$ cat config.mk
export PLATFORM = sky130hd
export DESIGN_NAME = segment_lcd_serial_frame_builder
export DESIGN_NICKNAME = d
export VERILOG_FILES = /design/src/slfb_pkg.sv /design/src/slfb_ctrl.sv /design/src/slfb_datapath.sv /design/src/segment_lcd_serial_frame_builder.sv
export SDC_FILE = /design/constraint.sdc
export NUM_CORES = 1
export LEC_CHECK = 0
export ABC_AREA = 1
export BUFFER_PORTS_ARGS = -buffer_cell sky130_fd_sc_hd__buf_2
export CAP_MARGIN = 20
export CORE_MARGIN = 4
export CORE_UTILIZATION = 40
export CTS_BUF_LIST = sky130_fd_sc_hd__clkbuf_2 sky130_fd_sc_hd__clkbuf_4 sky130_fd_sc_hd__clkbuf_8
export CTS_CLUSTER_DIAMETER = 150
export DETAILED_ROUTE_END_ITERATION = 6
export PLACE_DENSITY = 0.55
export SETUP_SLACK_MARGIN = 0.4
export SLEW_MARGIN = 30
export SYNTH_ARGS = -nofsm -noshare
export SYNTH_HDL_FRONTEND = slang
export SYNTH_HIERARCHICAL = 1
export SYNTH_SLANG_ARGS = --single-unit
$ cat constraint.sdc
create_clock -name i_clk -period 5.4 [get_ports i_clk]
set_input_delay 0.54 -clock i_clk [delete_from_list [all_inputs] [get_ports i_clk]]
set_output_delay 0.54 -clock i_clk [all_outputs]
set_load 0.01 [all_outputs]
$ cat src/slfb_pkg.sv
`timescale 1ns / 1ps

package slfb_pkg;

    localparam logic [2:0] CMD_FRAME = 3'd0;
    localparam logic [2:0] CMD_RAW   = 3'd1;
    localparam logic [2:0] CMD_DIGIT = 3'd2;
    localparam logic [2:0] CMD_SHOW3 = 3'd3;
    localparam logic [2:0] CMD_SHOW5 = 3'd4;
    localparam logic [2:0] CMD_CLEAR = 3'd5;

    localparam logic [4:0] CMD_LEN   = 5'd12;
    localparam logic [4:0] WR_LEN    = 5'd17;
    localparam logic [3:0] PFX_CMD   = 4'b1000;
    localparam logic [2:0] PFX_WR    = 3'b101;

    // x / 10 == (x * 0xCCCD) >> 19 for any 16-bit x
    localparam logic [16:0] RECIP10     = 17'd52429;
    localparam int          RECIP_SHIFT = 19;

    localparam logic [3:0] DIGIT_BLANK = 4'hF;

    typedef struct packed {
        logic [2:0]  command;
        logic [15:0] value;
        logic        dot;
        logic [4:0]  place_one;
        logic [4:0]  place_two;
        logic [4:0]  place_three;
        logic [4:0]  place_four;
        logic [4:0]  place_five;
    } t_in_item;

    typedef struct packed {
        logic [16:0] frame_bits;
        logic [4:0]  frame_length;
        logic        last;
    } t_out_item;

    typedef struct packed {
        logic load;
        logic mul;
        logic sub;
        logic emit;
    } t_ctl_cmd;

    typedef struct packed {
        logic div_last;
        logic emit_last;
        logic out_free;
    } t_dp_stat;

    function automatic logic [7:0] seg_pattern(input logic [3:0] d);
        logic [7:0] p;
        case (d)
            4'd0: p = 8'h7D;
            4'd1: p = 8'h60;
            4'd2: p = 8'h3E;
            4'd3: p = 8'h7A;
            4'd4: p = 8'h63;
            4'd5: p = 8'h5B;
            4'd6: p = 8'h5F;
            4'd7: p = 8'h70;
            4'd8: p = 8'h7F;
            4'd9: p = 8'h7B;
            default: p = 8'h00;
        endcase
        return p;
    endfunction

    function automatic logic [7:0] rev8(input logic [7:0] b);
        logic [7:0] r;
        for (int i = 0; i < 8; i++) begin
            r[i] = b[7 - i];
        end
        return r;
    endfunction

endpackage

$ cat src/slfb_ctrl.sv
`timescale 1ns / 1ps

module slfb_ctrl
    import slfb_pkg::*;
(
    input  logic       i_clk,
    input  logic       i_rst_n,
    input  logic       i_in_valid,
    input  logic [2:0] i_command,
    output logic       o_in_ready,
    input  t_dp_stat   i_stat,
    output t_ctl_cmd   o_cmd
);

    typedef enum logic [3:0] {
        S_IDLE = 4'b0001,
        S_MUL  = 4'b0010,
        S_SUB  = 4'b0100,
        S_EMIT = 4'b1000
    } t_state;

    t_state r_state, n_state;

    always_ff @(posedge i_clk) begin
        if (!i_rst_n) begin
            r_state <= S_IDLE;
        end else begin
            r_state <= n_state;
        end
    end

    always_comb begin
        n_state    = r_state;
        o_cmd      = '0;
        o_in_ready = 1'b0;
        case (r_state)
            S_IDLE: begin
                o_in_ready = 1'b1;
                if (i_in_valid) begin
                    o_cmd.load = 1'b1;
                    if (i_command inside {CMD_SHOW3, CMD_SHOW5}) begin
                        n_state = S_MUL;
                    end else if (i_command inside {CMD_FRAME, CMD_RAW, CMD_DIGIT, CMD_CLEAR}) begin
                        n_state = S_EMIT;
                    end
                end
            end
            S_MUL: begin
                o_cmd.mul = 1'b1;
                n_state   = S_SUB;
            end
            S_SUB: begin
                o_cmd.sub = 1'b1;
                n_state   = i_stat.div_last ? S_EMIT : S_MUL;
            end
            S_EMIT: begin
                if (i_stat.out_free) begin
                    o_cmd.emit = 1'b1;
                    if (i_stat.emit_last) begin
                        n_state = S_IDLE;
                    end
                end
            end
            default: begin
                n_state = S_IDLE;
            end
        endcase
    end

endmodule

$ cat src/slfb_datapath.sv
`timescale 1ns / 1ps

module slfb_datapath
    import slfb_pkg::*;
#(
    parameter int CLEAR_PLACES = 17
) (
    input  logic      i_clk,
    input  logic      i_rst_n,
    input  t_in_item  i_in,
    input  t_ctl_cmd  i_cmd,
    output t_dp_stat  o_stat,
    input  logic      i_out_ready,
    output logic      o_out_valid,
    output t_out_item o_out
);

    localparam logic [4:0] CLEAR_LAST = 5'(CLEAR_PLACES - 1);

    logic [2:0]  r_cmd;
    logic [15:0] r_value;
    logic        r_dot;
    logic [4:0]  r_pl [5];
    logic [15:0] r_x;
    logic [15:0] r_q;
    logic [3:0]  r_digit [5];
    logic [1:0]  r_step;
    logic [4:0]  r_idx;
    logic [4:0]  r_last_idx;
    logic        r_out_valid;
    t_out_item   r_out;

    logic [32:0] w_prod;
    logic [15:0] w_rem;
    logic [2:0]  w_slot;
    logic [4:0]  w_place;
    logic [3:0]  w_digit;
    logic [7:0]  w_data;
    logic        w_is_last;
    logic        w_dot;
    logic [5:0]  w_addr;
    t_out_item   w_frame;

    assign w_prod = 33'(r_x) * 33'(RECIP10);
    assign w_rem  = 16'(r_x - {r_q[12:0], 3'b000} - {r_q[14:0], 1'b0});
    assign w_slot = r_last_idx[2:0] - {1'b0, r_step};

    assign o_stat.div_last  = (r_cmd == CMD_SHOW3) ? (r_step == 2'd1) : (r_step == 2'd3);
    assign o_stat.emit_last = (r_idx == r_last_idx);
    assign o_stat.out_free  = !r_out_valid || i_out_ready;

    always_ff @(posedge i_clk) begin
        if (i_cmd.load) begin
            r_cmd    <= i_in.command;
            r_value  <= i_in.value;
            r_dot    <= i_in.dot;
            r_pl[0]  <= i_in.place_one;
            r_pl[1]  <= i_in.place_two;
            r_pl[2]  <= i_in.place_three;
            r_pl[3]  <= i_in.place_four;
            r_pl[4]  <= i_in.place_five;
            r_x      <= i_in.value;
            r_step   <= 2'd0;
            r_idx    <= 5'd0;
            r_digit[0] <= (i_in.value > 16'd9) ? DIGIT_BLANK : i_in.value[3:0];
            case (i_in.command)
                CMD_SHOW3: r_last_idx <= 5'd2;
                CMD_SHOW5: r_last_idx <= 5'd4;
                CMD_CLEAR: r_last_idx <= CLEAR_LAST;
                default:   r_last_idx <= 5'd0;
            endcase
        end
        if (i_cmd.mul) begin
            r_q <= 16'(w_prod[32:RECIP_SHIFT]);
        end
        if (i_cmd.sub) begin
            r_x    <= r_q;
            r_step <= r_step + 2'd1;
            if (w_slot < 3'd5) begin
                r_digit[w_slot] <= w_rem[3:0];
            end
            if (o_stat.div_last) begin
                r_digit[0] <= (r_q > 16'd9) ? DIGIT_BLANK : r_q[3:0];
            end
        end
        if (i_cmd.emit) begin
            r_idx <= r_idx + 5'd1;
            r_out <= w_frame;
        end
    end

    always_ff @(posedge i_clk) begin
        if (!i_rst_n) begin
            r_out_valid <= 1'b0;
        end else if (i_cmd.emit) begin
            r_out_valid <= 1'b1;
        end else if (i_out_ready) begin
            r_out_valid <= 1'b0;
        end
    end

    always_comb begin
        case (r_idx[2:0])
            3'd1:    w_place = r_pl[1];
            3'd2:    w_place = r_pl[2];
            3'd3:    w_place = r_pl[3];
            3'd4:    w_place = r_pl[4];
            default: w_place = r_pl[0];
        endcase
        w_digit   = (r_idx < 5'd5) ? r_digit[r_idx[2:0]] : DIGIT_BLANK;
        w_is_last = (r_idx == r_last_idx);
        w_dot     = w_is_last && ((r_cmd == CMD_DIGIT) ? r_dot : 1'b1);
        w_data    = seg_pattern(w_digit) | {w_dot, 7'b0};
        case (r_cmd)
            CMD_RAW: begin
                w_data = r_value[7:0];
            end
            CMD_CLEAR: begin
                w_place = r_idx;
                w_data  = 8'h00;
            end
            default: begin
            end
        endcase
        w_addr = {w_place, 1'b0} + 6'd63;
        w_frame.frame_bits   = {PFX_WR, w_addr, rev8(w_data)};
        w_frame.frame_length = WR_LEN;
        w_frame.last         = w_is_last;
        if (r_cmd == CMD_FRAME) begin
            w_frame.frame_bits   = {5'b00000, PFX_CMD, r_value[7:0]};
            w_frame.frame_length = CMD_LEN;
        end
    end

    assign o_out_valid = r_out_valid;
    assign o_out       = r_out;

endmodule

$ cat src/segment_lcd_serial_frame_builder.sv
`timescale 1ns / 1ps

// Channel | Direction | Handshake                    | Payload
// in      | input     | i_in_valid / o_in_ready      | i_in  (t_in_item)
// out     | output    | o_out_valid / i_out_ready    | o_out (t_out_item)
//
// A request is taken while idle, then one frame per cycle goes into the output register
// unless the output stalls. Three- and five-digit displays first split the value by two
// or four divides by ten, each a reciprocal multiply, then a remainder. Clear gives
// CLEAR_PLACES frames. Output stalls hold the frame sequencer; reset empties the output
// register.

module segment_lcd_serial_frame_builder
    import slfb_pkg::*;
#(
    parameter int CLEAR_PLACES = 17
) (
    input  logic      i_clk,
    input  logic      i_rst_n,
    input  logic      i_in_valid,
    output logic      o_in_ready,
    input  t_in_item  i_in,
    output logic      o_out_valid,
    input  logic      i_out_ready,
    output t_out_item o_out
);

    t_ctl_cmd w_cmd;
    t_dp_stat w_stat;

    slfb_ctrl u_ctrl (
        .i_clk      (i_clk),
        .i_rst_n    (i_rst_n),
        .i_in_valid (i_in_valid),
        .i_command  (i_in.command),
        .o_in_ready (o_in_ready),
        .i_stat     (w_stat),
        .o_cmd      (w_cmd)
    );

    slfb_datapath #(
        .CLEAR_PLACES (CLEAR_PLACES)
    ) u_datapath (
        .i_clk       (i_clk),
        .i_rst_n     (i_rst_n),
        .i_in        (i_in),
        .i_cmd       (w_cmd),
        .o_stat      (w_stat),
        .i_out_ready (i_out_ready),
        .o_out_valid (o_out_valid),
        .o_out       (o_out)
    );

endmodule
# Word-level counts from Yosys, hierarchy flattened
# Memories as Yosys holds them, arrays and structs flattened. A register that Yosys moved wholly into a read port is not among the register bits.
# Index checks and enable logic that the tools add are counted.
# word_totals
regBits	81
mem_bits_rw	45
mem_bits_ro	112
input_bits	49
out_inout_bits	25
word_cells	112
mem_count	3
# mem_list
name	depth	word_bits	rd	rd_ports_with_merged_regs	write_ports	line_no	rtl
(name not given)	16	7	1	0	0	slfb_pkg.sv:55	case (d)
u_datapath.r_pl	5	5	5	0	5	slfb_datapath.sv:23	logic [4:0] r_pl [5];
u_datapath.r_digit	5	4	1	1	2	slfb_datapath.sv:26	logic [3:0] r_digit [5];
# classes
n_addsub	6
mul	1
n_lt_le_gt_ge	4
n_eq_ne	25
n_mux	42
n_bitwise	5
reduce_logical	11
# ops
op	count
$mux 4	10
$mul 16x16->32 const B	1
$mux 22	1
$pmux 5 s4	1
$mux 1	19
$eq 3x2->1 const B	6
$gt 16x4->1 const B	1
$mux 16	1
$pmux 4 s4	1
$pmux 8 s2	1
$eq 3x3->1 const B	5
$mux 5	3
$pmux 5 s3	1
$gt 13x4->1 const B	1
$mux 13	1
$eq 3x1->1 const B	3
$or 8x8->8	1
$reduce_bool 2->1	4
$sub 4x4->4	2
$add 6x6->6 const B	1
$logic_not 3->1	2
$add 5x1->5 const B	1
$eq 5x5->1	1
$lt 5x3->1 const B	1
other kinds (22)	25

# Logic depth before layout (Yosys ltp)
# Gate-level depths: netlist of the first run.
# logic_depth
word_depth	8
mapped_depth	23

# By module
# Netlist of the first run, hierarchy kept.
# modules_own_cells
module	instances	cells_each	area_each_um2
slfb_datapath	1	1170	10602.7
slfb_ctrl	1	48	302.8

# Least setup slack after synthesis of the first run
# No wires, ideal clock.
# synth_path
path_type	flip-flop to flip-flop
startpoint	register u_datapath.r_x[6]
endpoint	register u_datapath.r_q[3] (data pin)
setup_ns	0.259
arrival_ns	4.639
required_time_ns	5.141
slack_ns	0.502
stages_incl_launch_ff	17
n_path_buf	0
synth_period_minus_slack_ns	4.898
path_cell_list	edfxtp_1 -> ha_1 -> inv_1 -> fa_1 -> inv_1 -> fa_1 -> fa_1 -> fa_1 -> inv_1 -> fa_1 -> inv_1 -> ha_1 -> a21oi_1 -> a21boi_0 -> o21ai_0 -> nand3b_1 -> xor2_1
# synth_between
elab_chain_cells	1
# synth_rtl
element	line_no	rtl
from (decl)	slfb_datapath.sv:24	logic [15:0] r_x;
from (signal assigned)	slfb_datapath.sv:62	r_x <= i_in.value;
from (signal assigned)	slfb_datapath.sv:77	r_x <= r_q;
$mul 16x16->32	slfb_datapath.sv:44	assign w_prod = 33'(r_x) * 33'(RECIP10);
via u_datapath.w_prod[22]	slfb_datapath.sv:33	logic [32:0] w_prod;
to (signal assigned)	slfb_datapath.sv:74	r_q <= 16'(w_prod[32:RECIP_SHIFT]);
to (decl)	slfb_datapath.sv:25	logic [15:0] r_q;
# The timed path passes the listed nets, and every way through them passes these cells.
# A chain may end at the register's enable or synchronous reset.

# Worst setup path after layout of the first run
# layout_path
startpoint	register u_datapath.r_x[4]
endpoint	register u_datapath.r_q[12] (data pin)
# Same word-level chain as after synthesis.

==> key figures, run 1 <==
Yosys
  • Sequential fraction of the synthesis area: 32.58%
  • Post-synth ARST share: 0%
  • Synthesized area: 10910 um^2
  • Top cells by area, synth: edfxtp_1 (31%), ha_1 (17%), fa_1 (15%)
  • Post-Syn Area per Cell: around 9.0 um^2
  • Synth Warn #: 6
  • Synth cell types: 46
  • Ys flop type: edfxtp_1
  • Synth top area share: 31.12%
  • Synthesized netlist cell count: around 1200
  • Leading area contributor after synthesis: edfxtp_1
  • EDFF count, synth: 113
  • #FFs+latches synth: 121

Finish
  • Final nets: about 1600
  • Ant diodes: 0
  • Fin cells: 1703
  • Final Core Density: 49.19%
  • Layout overhead on the synthesized area: 21.21%
  • Commonest non-fill, non-tap cells in the layout: inv_1 (255), nand2_1 (221), ha_1 (120)
  • Share of layout cells above drive strength 1: 23.72%
  • Most common cell after layout, fill and taps aside: inv_1

STA
  • Final Setup Violations: 0
  • Final Max Slew Viols: 0
  • Worst-margin pin slew: around 0.9 ns
  • Worst rel slew slack: 39.32%
  • RSZ-0062 raised after global routing: yes
  • Final setup TNS: 0 ns
  • Skew final: 0.01456 ns
  • Minimum clock period: roughly 5 ns
  • Max Clock Freq: just over 200 MHz
  • Hold WS: 0.2599 ns
  • Fin crit share: between 90% and 100%
  • Final Hold Fails: 0

Floorplanning
  • IO Pins: 74
  • CORE AREA: around 27000 um^2
  • Die ar.: roughly 30000 um^2
  • Chip height: roughly 170 um
  • Num rows: 60
  • Die extent in x: 173.1 um
  • Starting Density: 40.58%

Status
  • Outcome: complete, no violations

Detailed routing
  • Via/cell ratio: 4.908
  • Detailed Routing Iterations Pass 1: 5
  • WL final: 28990 um
  • Drt drc: 0
  • Via count: about 8400
  • WL/cell: 17.02 um
  • Iteration-0 DRC Markers: 493
  • Antenna Nets Post-Route: 0

Placement
  • RePlAce Congestion: between 0.9 and 1
  • IO buf count: 71
  • HPWL Detailed: 23860 um
  • # placed instances: 1636

Setup path
  • Slowest CP cell: fa_1
  • CP startpoint kind: register
  • Worst Path Buf+Inv: 6
  • CP Max Fanout: 4
  • CP cell instances: buf_6, ha_4, xor2_2, ha_4, fa_1, inv_2, fa_1, inv_1, fa_1, inv_1, fa_1, inv_2, ha_4, nand2_4, nor2_4, inv_1, nor2_2, and3_1, nand2_2, nand3b_1, nand2_1
  • Req. time, crit path: 5.60 ns
  • Most frequent CP cell: fa_1
  • Worst setup EP type: register
  • Worst EP arrival: 5.15 ns
  • CP delay by family, top: adder cells
  • Class of the most critical setup path: register to register
  • Crit-path max cell delay: 0.54 ns

Clock network
  • Sink Count: 121
  • Clock Tree Buf Depth: 2
  • CTS tree: done
  • Clock Tree Root: clkbuf_8
  • H-tree levels: 4
  • Worst-Skew Late Latency: 0.45 ns
  • Register clock-pin slew on the reported worst setup and hold paths: around 0.080 ns
  • CTS buffer count: 17

Hold path
  • HP Class: input port to register

Global routing
  • GRT Total Usage: 19.43%
  • Initial antenna violation count: 1
  • Largest net degree at the start of global routing: 43
  • Number of global-route vias before repair: about 8300
  • Total gr overflow: 0
  • First-pass GRT wire length: about 46000 um

Run
  • MaxCap Viol Count: 0
## stage by stage
step,instance area (um^2),setup WS (ns)
finish,13220,0.4471
global route,13220,0.2969
CTS,12550,0.3600
detailed placement,11750,0.1422
global placement,11750,0.1217
floorplan,10910,0.5024
## Yosys cell counts (6+ instances only)
library cell    n
a21boi_0        6
a21o_1          6
a21oi_1        32
buf_4           7
dfxtp_1         8
edfxtp_1      113
fa_1           80
ha_1          148
inv_1         279
inv_2          10
nand2_1       241
nand2_2         6
nand3_1        57
nand4_1        12
nor2_1         79
nor3_1         16
o21ai_0        37
o21bai_1        7
xnor2_1         8
xor2_1         10
## worst reg2reg max path: stages (launching register included)
cell	delay, ns
edfxtp_1	0.50
buf_6	0.18
ha_4	0.27
xor2_2	0.18
ha_4	0.23
fa_1	0.52
inv_2	0.04
fa_1	0.50
inv_1	0.06
fa_1	0.54
inv_1	0.06
fa_1	0.52
inv_2	0.05
ha_4	0.31
nand2_4	0.08
nor2_4	0.13
inv_1	0.07
nor2_2	0.09
and3_1	0.17
nand2_2	0.06
nand3b_1	0.08
nand2_1	0.07
## cell families after synthesis
kind of cell               synth area share, %
AOI/OAI and AO/OA                        6.150
xor gates and xnor gates                 1.446
adders and majority gates                31.67
buffers and inverters                    10.78
DFF                                      32.58
other                                  0.03439
and+or+nand+nor                          17.34
## final cells by class
class	instances	area (um^2)
fillers	2600	13660
well taps	341	426.7
flip-flops and latches	121	3553
clock buffers	17	234.0
repair buffers	123	768.2
clock inverters	15	190.2
inverters	291	1101
multi-input cells	795	6945
## path summary, 6_finish.rpt
check / startpoint / cells past startpoint / end / slack, ns
max: u_datapath/r_x[4] / 21 / u_datapath/r_q[12] / 0.45
min: i_in[4] / 1 / u_datapath/r_pl[0][24] / 0.26
max reg2reg: u_datapath/r_x[4] / 21 / u_datapath/r_q[12] / 0.45
min reg2reg: u_datapath/r_value[1] / 2 / u_datapath/o_out[7] / 0.55
## repair_timing
item | CTS | global route
hold buffers | 0 | 0
pin swaps | 22 | 74
resized for setup | 49 | 126
setup buffers | 16 | 19
endpoints found under the setup margin | 13 | 13
## registers in the layout, indices dropped and copies added (netlist names), named ones only
| register | count |
|---|---|
| u_datapath/o_out | 17 |
| u_ctrl/r_state | 4 |
| u_datapath/r_x | 16 |
| u_datapath/r_step | 2 |
| u_datapath/r_cmd | 3 |
| u_datapath/r_pl | 25 |
| u_datapath/r_value | 8 |
| u_datapath/r_q | 13 |
| u_datapath/r_last_idx | 3 |
| u_datapath/r_dot | 1 |
| u_datapath/r_digit | 20 |
| u_datapath/o_out_valid | 1 |
| u_datapath/r_idx | 5 |
## per-layer routing
metal	vias to the layer above	part of all wire (%)	track usage [%]
met3	35	4.7	3.739
met1	4002	47	27.30
met4	2	2.3	5.753
met2	178	46	30.70
met5	-	0.069	0
li1	4142	-	-
Power of run 1 is not shown: default switching activity piles up to over one toggle a cycle in this logic, so the estimate is an artifact.
==> run 2, diff against run 1 <==
--- a/config.mk
+++ b/config.mk
@@ -8,6 +8,7 @@
 export ABC_AREA = 1
 export BUFFER_PORTS_ARGS = -buffer_cell sky130_fd_sc_hd__buf_2
 export CAP_MARGIN = 20
+export CORE_ASPECT_RATIO = 1.1
 export CORE_MARGIN = 4
 export CORE_UTILIZATION = 40
 export CTS_BUF_LIST = sky130_fd_sc_hd__clkbuf_2 sky130_fd_sc_hd__clkbuf_4 sky130_fd_sc_hd__clkbuf_8
==> key figures, run 2 (synthesis gave the netlist of run 1 again) <==
Finish
  • Final nets: 1626 (unchanged)
  • Final Core Density: 48.65% (-0.54 points)
  • Layout overhead on the synthesized area: 19.91%
  • Most common cell after layout, fill and taps aside: inv_1
  • Fill count: 2534 (-2.5%)
  • Reg with most FFs: u_datapath/r_pl
  • Commonest non-fill, non-tap cells in the layout: inv_1 (261), nand2_1 (226), ha_1 (119)
  • Largest register FFs: 25 (unchanged)
  • Share of layout cells above drive strength 1: 21.95% (-1.8 points)
  • Ant diodes: 0 (unchanged)

Setup path
  • CP delay by family, top: adder cells
  • CP startpoint kind: register
  • CP Launch Point: u_datapath/r_x[1]
  • Crit path to: u_datapath/r_q[6]
  • Most frequent CP cell: inv_1
  • Reg2Reg Setup Slack: 0.48 ns (+0.03 ns)
  • CP cell instances: buf_4, ha_4, inv_1, ha_1, inv_1, fa_1, inv_1, fa_1, fa_1, inv_1, fa_1, inv_2, ha_4, nand2_4, nor2_2, inv_1, o21ai_0, nand3_1, nand3_2, xor2_2
  • Worst EP arrival: 5.12 ns (-0.03 ns)
  • R2R Path Start: u_datapath/r_x[1]
  • Req. time, crit path: 5.60 ns (about the same)
  • Reg-to-Reg End: u_datapath/r_q[6]
  • Crit. path cell count: 20 (-4.8%)
  • Slowest CP cell: fa_1
  • Class of the most critical setup path: register to register
  • Crit-path max cell delay: 0.55 ns (about the same)
  • CP Max Fanout: 4 (unchanged)
  • Worst setup EP type: register
  • R2R cell count: 20 (-4.8%)
  • Worst Path Buf+Inv: 7 (+1)

Detailed routing
  • WL final: 29190 um (+0.71%)
  • Via/cell ratio: 4.853 (-1.1%)
  • Iteration-0 DRC Markers: 521 (+5.7%)
  • Drt drc: 0 (unchanged)
  • Via count: 8342 (-0.20%)
  • WL/cell: 16.98 um (-0.22%)
  • Antenna Nets Post-Route: 0 (unchanged)
  • Detailed Routing Iterations Pass 1: 6 (+1)

Floorplanning
  • CORE AREA: 26880 um^2 (about the same)
  • Die ar.: 29970 um^2 (about the same)
  • Die extent in x: 165.4 um (-4.4%)
  • Chip height: 181.2 um (+4.7%)
  • IO Pins: 74 (unchanged)
  • Starting Density: 40.57% (about the same)
  • Num rows: 63 (+5.0%)

Status
  • Outcome: complete, no violations

STA
  • Final setup TNS: 0 ns (unchanged)
  • Skew final: 0.01629 ns (+0.001732 ns)
  • Max Clock Freq: 203.3 MHz (+0.68%)
  • Minimum clock period: 4.919 ns (-0.03354 ns)
  • Fin crit share: 91.10% (-0.62 points)
  • RSZ-0062 raised after global routing: yes
  • Final Max Slew Viols: 0 (unchanged)
  • Final worst slack: 0.4806 ns (+0.03354 ns)
  • Final Setup Violations: 0 (unchanged)
  • Final Hold Fails: 0 (unchanged)
  • Worst-margin pin slew: 0.8181 ns (-0.09114 ns)
  • Hold WS: 0.2648 ns (+0.004939 ns)
  • Worst rel slew slack: 45.12% (+5.8 points)

Clock network
  • CTS tree: done
  • Register clock-pin slew on the reported worst setup and hold paths: 0.08 ns (about the same)
  • Sink Count: 121 (unchanged)
  • Clock Tree Buf Depth: 2 (unchanged)
  • Clock Tree Root: clkbuf_8
  • H-tree levels: 4 (unchanged)
  • CTS buffer count: 17 (unchanged)
  • # hold bufs at CTS: 0 (unchanged)
  • Worst-Skew Late Latency: 0.45 ns (about the same)

Placement
  • DP Worst Slack: 0.1740 ns (+0.03186 ns)
  • RePlAce Congestion: 0.9603 (+5.1%)
  • HPWL Detailed: 23820 um (-0.20%)
  • IO buf count: 71 (unchanged)

Global routing
  • First-pass GRT wire length: 45550 um (about the same)
  • Total gr overflow: 0 (unchanged)
  • Largest net degree at the start of global routing: 43 (unchanged)
  • Initial antenna violation count: 0 (-1)
  • Number of global-route vias before repair: 8518 (+2.7%)
  • GRT Total Usage: 19.89% (+0.46 points)

Hold path
  • HP Class: input port to register
  • Hold Path Depth: 1 (unchanged)

Run
  • MaxCap Viol Count: 0 (unchanged)
[run 2: how the worst min path moves through the flow]
| stage | startpoint | to | slack (ns) |
|---|---|---|---|
| after detailed placement | u_datapath/r_value[1] | u_datapath/o_out[7] | 0.54 |
| after global routing | i_in[7] | u_datapath/r_pl[0][17] | 0.22 |
| after CTS | i_in[1] | u_datapath/r_pl[0][21] | 0.24 |
| final | i_in[20] | u_datapath/r_pl[0][0] | 0.26 |
| after floorplan | u_datapath/r_value[0] | u_datapath/o_out[6] | 0.51 |
| after global placement | u_datapath/r_value[0] | u_datapath/o_out[6] | 0.54 |
[run 2: cell type report]
type,instances,area [um^2],area share (%)
Sequential cell,121,3553,27.17
Clock buffer,17,234.0,1.789
Clock inverter,15,167.7,1.282
Tap cell,357,446.7,3.416
Multi-Input combinational cell,795,6825,52.20
Inverter,291,1100,8.411
Timing Repair Buffer,123,749.5,5.732
[run 2: routing by layer]
metal | track usage (%) | routed length (um)
met5 | 0 | 0
met1 | 25.23 | 12480
met3 | 3.308 | 1180
met2 | 33.79 | 14310
met4 | 7.624 | 1218
[run 2: stage by stage]
step,instance area (um^2),std cells
6_report,13080,1719
4_1_cts,12650,1708
3_5_place_dp,11780,1653
2_1_floorplan,10910,1219
5_1_grt,13080,1719
3_3_place_gp,11770,1653
[run 2: timing repair]
action	in CTS	in global routing
pin swaps	20	57
setup buffers	23	11
gates resized for setup	52	82
setup endpoints to repair	13	13
Power of run 2 is left out for the same reason.
==> run 3, diff against run 2 <==
--- a/config.mk
+++ b/config.mk
@@ -10,11 +10,11 @@
 export CAP_MARGIN = 20
 export CORE_ASPECT_RATIO = 1.1
 export CORE_MARGIN = 4
-export CORE_UTILIZATION = 40
+export CORE_UTILIZATION = 50
 export CTS_BUF_LIST = sky130_fd_sc_hd__clkbuf_2 sky130_fd_sc_hd__clkbuf_4 sky130_fd_sc_hd__clkbuf_8
 export CTS_CLUSTER_DIAMETER = 150
 export DETAILED_ROUTE_END_ITERATION = 6
-export PLACE_DENSITY = 0.55
+export PLACE_DENSITY = 0.66
 export SETUP_SLACK_MARGIN = 0.4
 export SLEW_MARGIN = 30
 export SYNTH_ARGS = -nofsm -noshare
==> key figures, run 3 (synthesis gave the netlist of run 1 again) <==
STA
  • Skew final: 0.02196 ns (+0.005668 ns)
  • Final setup TNS: 0 ns (unchanged)
  • Fin crit share: 91.61% (+0.51 points)
  • Final Max Slew Viols: 0 (unchanged)
  • Worst rel slew slack: 40.93% (-4.2 points)
  • RSZ-0062 raised after global routing: yes
  • Worst-margin pin slew: 0.8839 ns (+0.06583 ns)
  • Max Clock Freq: 202.1 MHz (-0.56%)
  • Final Hold Fails: 0 (unchanged)
  • Final Setup Violations: 0 (unchanged)
  • Minimum clock period: 4.947 ns (+0.02778 ns)

Finish
  • Final nets: 1619 (-0.43%)
  • Share of layout cells above drive strength 1: 21.86% (-0.092 points)
  • Fill count: 1838 (-27%)
  • Most common cell after layout, fill and taps aside: inv_1
  • Ant diodes: 0 (unchanged)
  • Reg with most FFs: u_datapath/r_pl
  • Largest register FFs: 25 (unchanged)
  • Layout overhead on the synthesized area: 18.61%
  • Commonest non-fill, non-tap cells in the layout: inv_1 (258), nand2_1 (227), ha_1 (124)

Setup path
  • R2R Path Start: u_datapath/r_x[7]
  • CP cell instances: ha_4, inv_4, fa_1, inv_1, fa_1, fa_1, fa_1, inv_2, fa_1, inv_2, ha_4, nand2_4, nor2_4, inv_4, nor3_4, a21boi_2, buf_4, nand3_1, nand2_1
  • CP startpoint kind: register
  • Most frequent CP cell: fa_1
  • Slowest CP cell: fa_1
  • Worst setup EP type: register
  • Reg2Reg Setup Slack: 0.45 ns (-0.03 ns)
  • Crit-path max cell delay: 0.55 ns (about the same)
  • R2R cell count: 19 (-5.0%)
  • CP Max Fanout: 4 (unchanged)
  • Reg-to-Reg End: u_datapath/r_q[5]
  • Req. time, crit path: 5.62 ns (+0.02 ns)
  • Worst EP arrival: 5.17 ns (+0.05 ns)
  • Class of the most critical setup path: register to register

Hold path
  • Worst min-delay path endpoint: u_datapath/r_dot
  • Hold Path Depth: 1 (unchanged)
  • HP Class: input port to register
  • Min-delay src: i_in[25]

Detailed routing
  • Via/cell ratio: 5.074 (+4.6%)
  • Drt drc: 0 (unchanged)
  • Antenna Nets Post-Route: 0 (unchanged)
  • Iteration-0 DRC Markers: 381 (-27%)
  • Detailed Routing Iterations Pass 1: 5 (-1)
  • Via count: 8342 (unchanged)
  • WL/cell: 17.25 um (+1.6%)
  • WL final: 28360 um (-2.8%)

Global routing
  • GRT Total Usage: 24.12% (+4.2 points)
  • Initial antenna violation count: 0 (unchanged)
  • Largest net degree at the start of global routing: 43 (unchanged)
  • Number of global-route vias before repair: 8571 (+0.62%)
  • Total gr overflow: 0 (unchanged)
  • First-pass GRT wire length: 44520 um (-2.3%)

Floorplanning
  • Die ar.: 24240 um^2 (-19%)
  • Die extent in x: 148.8 um (-10%)
  • CORE AREA: 21370 um^2 (-20%)
  • Num rows: 56 (-11%)
  • IO Pins: 74 (unchanged)
  • Chip height: 162.9 um (-10%)
  • Starting Density: 51.03% (+10 points)

Run
  • MaxCap Viol Count: 0 (unchanged)

Placement
  • HPWL Detailed: 23180 um (-2.7%)
  • RePlAce Congestion: 0.9915 (+3.2%)
  • IO buf count: 71 (unchanged)

Clock network
  • Register clock-pin slew on the reported worst setup and hold paths: 0.09 ns (about the same)
  • Clock Tree Root: clkbuf_8
  • Clock Tree Buf Depth: 2 (unchanged)
  • Sink Count: 121 (unchanged)
  • CTS buffer count: 17 (unchanged)
  • H-tree levels: 4 (unchanged)
  • Worst-Skew Late Latency: 0.45 ns (about the same)
  • CTS tree: done

Status
  • Outcome: complete, no violations
[run 3: how the worst max path moves through the flow]
| stage | startpoint | endpoint | slack (ns) |
|---|---|---|---|
| detailed placement | u_datapath/r_x[7] | u_datapath/r_q[11] | 0.07 |
| global placement | u_datapath/r_x[7] | u_datapath/r_q[11] | 0.15 |
| floorplan | u_datapath/r_x[6] | u_datapath/r_q[3] | 0.50 |
| finish | u_datapath/r_x[7] | u_datapath/r_q[5] | 0.45 |
| CTS | u_datapath/r_x[11] | u_datapath/r_q[12] | 0.39 |
| global route | u_datapath/r_x[7] | u_datapath/r_q[5] | 0.28 |
[run 3: cell type report]
type | instances | area, um^2 | area share (%)
repair buffers | 116 | 696.9 | 5.388
inverters | 291 | 1106 | 8.551
well taps | 290 | 362.8 | 2.805
flip-flops and latches | 121 | 3553 | 27.47
multi-input cells | 795 | 6833 | 52.82
clock buffers | 17 | 234.0 | 1.809
clock inverters | 14 | 148.9 | 1.151
[run 3: critical path: cells and delay by family (launching register included)]
| kind | cells | cell delay (ns) |
|---|---|---|
| compound gates | 1 | 0.09 |
| fa+ha+maj | 7 | 3.20 |
| buf+inv | 6 | 0.38 |
| flops | 1 | 0.52 |
| simple gates | 5 | 0.50 |
[run 3: stage by stage]
step	setup slack, ns	std cells	hold slack [ns]	area, um^2	util (%)
2_1_floorplan	0.5024	1219	0.5141	10910	-
3_3_place_gp	0.1486	1588	0.5314	11710	54.77
3_5_place_dp	0.07046	1588	0.5338	11710	54.77
4_1_cts	0.3919	1639	0.2299	12520	58.59
5_1_grt	0.2833	1644	0.2282	12930	60.53
6_report	0.4529	1644	0.2649	12930	60.53
[run 3: what timing repair did]
action / CTS / global route
gates resized for setup: 64 / 91
endpoints found under the setup margin: 13 / 13
buffers inserted: 20 / 5
pin swaps: 17 / 48
hold buffers: 0 / 0
[run 3: routing by layer]
metal	wire length (um)	vias up	track usage [%]	share of wire, %
li1	-	4124	-	-
met1	11070	3956	27.52	39
met2	14890	202	44.37	53
met3	1135	60	3.590	4.0
met4	1263	0	11.03	4.5
met5	0	-	0	0
Power of run 3 is left out for the same reason.
